**config.mk**
```make
export PLATFORM = sky130hd
export DESIGN_NAME = nibble_machine_run_length_core
export DESIGN_NICKNAME = d
export VERILOG_FILES = /design/src/sv/nmrl_pkg.sv /design/src/sv/nibble_machine_run_length_core.sv
export SDC_FILE = /design/constraint.sdc
export NUM_CORES = 1
export LEC_CHECK = 0
export BUFFER_PORTS_ARGS = -buffer_cell sky130_fd_sc_hd__buf_2
export CAP_MARGIN = 20
export CORE_ASPECT_RATIO = 2
export CORE_MARGIN = 5
export CORE_UTILIZATION = 40
export DETAILED_ROUTE_END_ITERATION = 16
export GPL_TIMING_DRIVEN = 0
export PLACE_DENSITY = 0.56
export SYNTH_ARGS = -nofsm -noshare
export SYNTH_HDL_FRONTEND = slang
export SYNTH_SLANG_ARGS = --single-unit
```
**constraint.sdc**
```tcl
create_clock -name clk -period 4.4 [get_ports clk]
set_clock_uncertainty 0.05 [all_clocks]
set_input_delay 0.44 -clock clk [delete_from_list [all_inputs] [get_ports clk]]
set_output_delay 0.44 -clock clk [all_outputs]
set_load 0.01 [all_outputs]
```
**src/sv/nmrl_pkg.sv**
```systemverilog
// Shared types, constants and nibble helpers for the nibble machine run length core.
package nmrl_pkg;

  localparam int NIB_W   = 4;
  localparam int NIBS    = 16;
  localparam int ADDR_W  = 4;
  localparam int TAPE_W  = NIB_W * NIBS;
  localparam int LIMIT_MAX_W = 16;

  typedef logic [NIB_W-1:0]  nib_t;
  typedef logic [ADDR_W-1:0] addr_t;
  typedef logic [TAPE_W-1:0] tape_t;

  typedef enum logic [3:0] {
    OP_HALT  = 4'h0,
    OP_INC0  = 4'h1,
    OP_DEC0  = 4'h2,
    OP_INC1  = 4'h3,
    OP_DEC1  = 4'h4,
    OP_ADD   = 4'h5,
    OP_SUB   = 4'h6,
    OP_NOP   = 4'h7,
    OP_BNZ   = 4'h8,
    OP_BZ    = 4'h9,
    OP_LDI0  = 4'hA,
    OP_LDI1  = 4'hB,
    OP_ST0   = 4'hC,
    OP_ST1   = 4'hD,
    OP_SWP0  = 4'hE,
    OP_SWP1  = 4'hF
  } op_t;

  typedef enum logic [1:0] {
    S_IDLE = 2'b01,
    S_RUN  = 2'b10
  } state_t;

  function automatic nib_t nib_get(tape_t t, addr_t i);
    return t[i*NIB_W +: NIB_W];
  endfunction

  function automatic tape_t nib_set(tape_t t, addr_t i, nib_t v);
    tape_t r;
    r = t;
    r[i*NIB_W +: NIB_W] = v;
    return r;
  endfunction

endpackage

```
**src/sv/nibble_machine_run_length_core.sv**
```systemverilog
// Top level: runs the 4-bit nibble machine on one tape and reports its step count.
// A transfer is taken when start is high and busy is low. The machine then executes
// one instruction per clock cycle on a shared 4-bit adder. A run ends on a halt or
// once steps reach step_limit; busy then falls and done pulses for one cycle with
// step_count and hit_limit. At most step_limit steps run (65535 at the reset limit).
// The result is shown for that single cycle only, since the receiver cannot stall.
// The user writes step_limit through step_limit_we while idle; nothing enforces it.
module nibble_machine_run_length_core #(
  parameter int STEP_WIDTH = 16
) (
  input  logic                    clk,
  input  logic                    rst,
  input  logic                    step_limit_we,
  input  logic [STEP_WIDTH-1:0]   step_limit,
  input  logic                    start,
  output logic                    busy,
  input  nmrl_pkg::tape_t         program_tape,
  output logic                    done,
  output logic [STEP_WIDTH-1:0]   step_count,
  output logic                    hit_limit
);
  import nmrl_pkg::*;

  localparam int LIMIT_W = (STEP_WIDTH < LIMIT_MAX_W) ? STEP_WIDTH : LIMIT_MAX_W;

  state_t                state;
  logic [STEP_WIDTH-1:0] limit;
  logic [STEP_WIDTH-1:0] steps;
  tape_t                 tape;
  addr_t                 pc;
  nib_t                  r0;
  nib_t                  r1;
  logic                  halted;

  op_t   op;
  addr_t pc1;
  addr_t pc2;
  nib_t  arg;
  nib_t  mem;
  logic  at_limit;
  nib_t  alu_a;
  nib_t  alu_b;
  logic  alu_cin;
  nib_t  alu_sum;

  assign busy = (state == S_RUN);

  // Instruction decode: opcode, operand and the nibble the operand addresses.
  always_comb begin
    op       = op_t'(nib_get(tape, pc));
    pc1      = pc + addr_t'(1);
    pc2      = pc1 + addr_t'(1);
    arg      = nib_get(tape, pc1);
    mem      = nib_get(tape, addr_t'(arg));
    at_limit = (steps == limit);
  end

  // The one adder serves every register arithmetic opcode.
  always_comb begin
    alu_a   = r0;
    alu_b   = r1;
    alu_cin = 1'b0;
    case (op)
      OP_INC0: begin
        alu_b = nib_t'(1);
      end
      OP_DEC0: begin
        alu_b = '1;
      end
      OP_INC1: begin
        alu_a = r1;
        alu_b = nib_t'(1);
      end
      OP_DEC1: begin
        alu_a = r1;
        alu_b = '1;
      end
      OP_SUB: begin
        alu_b   = ~r1;
        alu_cin = 1'b1;
      end
      default: begin
        alu_b = r1;
      end
    endcase
    alu_sum = alu_a + alu_b + nib_t'(alu_cin);
  end

  always_ff @(posedge clk) begin
    if (rst) begin
      limit <= STEP_WIDTH'({LIMIT_W{1'b1}});
    end else if (step_limit_we) begin
      limit <= STEP_WIDTH'(step_limit[LIMIT_W-1:0]);
    end
  end

  always_ff @(posedge clk) begin
    if (rst) begin
      state <= S_IDLE;
      done  <= 1'b0;
    end else begin
      done <= 1'b0;
      unique case (state)
        S_IDLE: begin
          if (start) begin
            state <= S_RUN;
          end
        end
        S_RUN: begin
          if (halted || at_limit) begin
            state <= S_IDLE;
            done  <= 1'b1;
          end
        end
        default: begin
          state <= S_IDLE;
        end
      endcase
    end
  end

  always_ff @(posedge clk) begin
    if (state == S_IDLE) begin
      if (start) begin
        tape   <= program_tape;
        pc     <= '0;
        r0     <= '0;
        r1     <= '0;
        steps  <= '0;
        halted <= 1'b0;
      end
    end else if (halted || at_limit) begin
      step_count <= steps;
      hit_limit  <= at_limit;
    end else begin
      steps <= steps + STEP_WIDTH'(1);
      case (op)
        OP_HALT: begin
          halted <= 1'b1;
        end
        OP_INC0, OP_DEC0, OP_ADD, OP_SUB: begin
          r0 <= alu_sum;
          pc <= pc1;
        end
        OP_INC1, OP_DEC1: begin
          r1 <= alu_sum;
          pc <= pc1;
        end
        OP_NOP: begin
          pc <= pc1;
        end
        OP_BNZ: begin
          pc <= (r0 != '0) ? addr_t'(arg) : pc2;
        end
        OP_BZ: begin
          pc <= (r0 == '0) ? addr_t'(arg) : pc2;
        end
        OP_LDI0: begin
          r0 <= arg;
          pc <= pc2;
        end
        OP_LDI1: begin
          r1 <= arg;
          pc <= pc2;
        end
        OP_ST0: begin
          tape <= nib_set(tape, addr_t'(arg), r0);
          pc   <= pc2;
        end
        OP_ST1: begin
          tape <= nib_set(tape, addr_t'(arg), r1);
          pc   <= pc2;
        end
        OP_SWP0: begin
          tape <= nib_set(tape, addr_t'(arg), r0);
          r0   <= mem;
          pc   <= pc2;
        end
        default: begin
          tape <= nib_set(tape, addr_t'(arg), r1);
          r1   <= mem;
          pc   <= pc2;
        end
      endcase
    end
  end

endmodule

```
==> reports/results.ini <==
[placed_design]
place_congestion = 1.00
place_area_um2 = 9300
portBuffers = 101
dp_cells = 1125
hpwl_um = 24700

[global_routing]
grt_start_max_net_pins = 18
grt_pass1_wl_um = 45200
gr-total-overflow = 0
antenna_found_initial = 0
grtUsageTotal = 0.256
grt_pass1_vias = 7408

[critical_path]
endpoint_kind = flop
cp.required_ns = 4.63
crit_top_cell = nand2_1
path_buf_inv = 3
cp_max_fo = 5
rrSetupSlack_ns = 0.02
r2r-end = r1[3]
cp.arrival_ns = 4.61
slowest_delay_ns = 0.59
start_kind = flop
worstPathCellList = buf_6 > mux4_1 > mux4_2 > clkinv_1 > nand2_2 > nor3_4 > a31oi_4 > buf_4 > nand2_1 > nand2_1 > ha_1 > a21o_1 > a21oi_2 > xnor2_1 > or4_1 > a21oi_1 > a211oi_1 > o22ai_1
cp_top_family = multiplexers
criticalPathCategory = flop to flop
cp.depth = 18
cpMaxStageDelayCell = mux4_1
r2r-start = pc[1]
r2r_cells = 18

[worst_hold_path]
min_path_type = input port to flop
min_delay_path_depth = 2
min_from = step_limit[13]
whs_endpoint = limit[13]

[clock_network]
clock_sinks = 129
cts_tree = built
cts_root_buf = clkbuf_16
cts-buffers-inserted = 17
clk_pin_slew_ns = 0.06
clockBufferDepth = 2
htree_levels = 4
hold_buffers = 0
clkLatencyLatePin_ns = 0.44

[finish]
antennaDiodeCount = 0
n_fill_cell = 1992
fin_nets = 986
layout-drive-gt1-share = 0.294
syn2layout_area_growth_pct = 21.2
post_layout_nonfiller_instances = 1174
utilization = 0.489
fin_area_um2 = 10200

[die]
core_um2 = 20900
die_h_um = 215
die_w_um = 113
dieArea_um2 = 24300
rows = 75
start_util = 0.404
io_pins = 103

[sta]
max-slew-margin-rel = 0.256
maxSlewViolCount = 0
finalSetupViolations = 0
holdWs_ns = 0.152
timing.final.crit_share = 0.996
max_slew.worst_pin.slew_ns = 1.08
fin_crit_ns = 4.38
hold_viol = 0
fmax_mhz = 228
grt_setup_unrepaired = yes

[yosys]
synth_xor_area_frac = 0.0479
synth_compound_area_frac = 0.143
postSynthAreaPerCell_um2 = 11.2
synthArstFlopShare = 0
yosysSeqAreaShare = 0.436
synth_nets = 847
yosys.area_share.simple = 0.135
synth_common_cells = 110 x edfxtp_1, 86 x nand2_1, 69 x mux2i_1
synth_edf_count = 110
synth_top_family_by_area = multiplexers
synth_area_um2 = 8440
ys_ff_latch = 129
synth_most_common_cell = edfxtp_1
synth_cell_types = 74
synth_top_cell_by_area = edfxtp_1
netlist_instances = 754
synth_top_area_share = 0.391
synth_flop_cell = edfxtp_1
synthMuxAreaShare = 0.178
synthAdderAreaFrac = 0.0151
ys_warn_count = 0
netlist_top_cells_area = edfxtp_1 39%, mux2i_1 8.2%, mux4_2 5.1%, dfxtp_1 4.5%, nand2_1 3.8%

[route]
remaining_drc_errors = 0
routed_wl_um = 30900
vias = 6920
drt_iter0_drc = 495
first_pass_iters = 5
wl_per_cell_um = 26.3
drtAntennaViolNets = 0
drt-vias-per-instance = 5.89

[power_and_ir_drop]
leakage_uw = 0.00400
peakVddDrop_mv = 0.394
power.total_uw = 9540
cellPowerDensity_nw_per_um2 = 932

[outcome]
status = completed

[run]
drv_cap = 0

through the flow:
stage          setup slack, ns  TNS, ns
3_5_place_dp            -0.660   -47.71
4_1_cts                0.00656        0
2_1_floorplan            0.334        0
3_3_place_gp            -0.666   -48.72
5_1_grt                 -0.159   -0.459
6_report                0.0156        0
what timing repair did:
| action | 4_1_cts | 5_1_grt |
|---|---|---|
| pin swaps | 8 | 2 |
| setup buffers | 16 | 2 |
| hold endpoints to repair | 0 | 0 |
| resized for setup | 37 | 15 |
| endpoints found under the setup margin | 132 | 79 |
registers in the layout, summed over array words and instances (netlist names):
name / flops
done: 1
pc: 4
tape: 64
r0: 4
steps: 16
state: 2
halted: 1
hit_limit: 1
step_count: 16
r1: 4
limit: 16
power breakdown:
part           internal [uW]  switching (uW)  total, uW
Combinational           2500            3700       6210
Clock                    887             560       1450
Sequential              1650             228       1880
Total                   5040            4490       9540
how the worst max path moves through the flow:
stage,from,end,slack (ns)
after floorplan,pc[1],r1[3],0.33
after global placement,pc[1],tape[9],-0.67
after detailed placement,pc[1],tape[9],-0.66
after CTS,pc[1],tape[20],0.007
after global routing,pc[1],r1[3],-0.16
final,pc[1],r1[3],0.02
final cells by class:
type / instances / area [um^2] / area share
Clock inverter: 13 / 161 / 0.0158
Multi-Input combinational cell: 562 / 4570 / 0.446
Inverter: 14 / 55.1 / 0.00538
Clock buffer: 18 / 429 / 0.0419
Tap cell: 269 / 337 / 0.0329
Buffer: 49 / 345 / 0.0337
Sequential cell: 129 / 3680 / 0.360
Timing Repair Buffer: 120 / 656 / 0.0641
cells by family after synthesis:
kind of cell    Yosys count
buf+inv                  63
xor+xnor                 41
fa+ha+maj                 9
simple gates            231
flops                   129
mux                     111
compound gates          170
cells in the final DEF (no fill, tap or decap), types with 20 or more instances in the layout:
| master | n |
|---|---|
| buf_4 | 24 |
| nor2b_1 | 20 |
| xnor2_1 | 25 |
| nor2_1 | 37 |
| a21oi_1 | 23 |
| buf_2 | 103 |
| o21ai_0 | 46 |
| a22o_1 | 24 |
| mux2i_1 | 66 |
| clkbuf_1 | 25 |
| edfxtp_1 | 110 |
| nand2_1 | 84 |
worst register-to-register path, cell delays in order, from the launching register on:
cell and delay [ns]:
edfxtp_1 0.40, buf_6 0.16, mux4_1 0.59, mux4_2 0.57
clkinv_1 0.12, nand2_2 0.11, nor3_4 0.25, a31oi_4 0.09
buf_4 0.17, nand2_1 0.06, nand2_1 0.09, ha_1 0.30
a21o_1 0.20, a21oi_2 0.19, xnor2_1 0.10, or4_1 0.40
a21oi_1 0.16, a211oi_1 0.07, o22ai_1 0.15
routing by layer:
layer  routed length, um  vias up  GRT usage  part of all wire
met4                2780        0      0.200             0.090
met2               17100      289      0.483              0.55
met1                9420     3379      0.228              0.30
met3                1570      110     0.0496             0.051
li1                    -     3142          -                 -
met5                   0        -          0                 0
(Power assumes the default switching activity.)
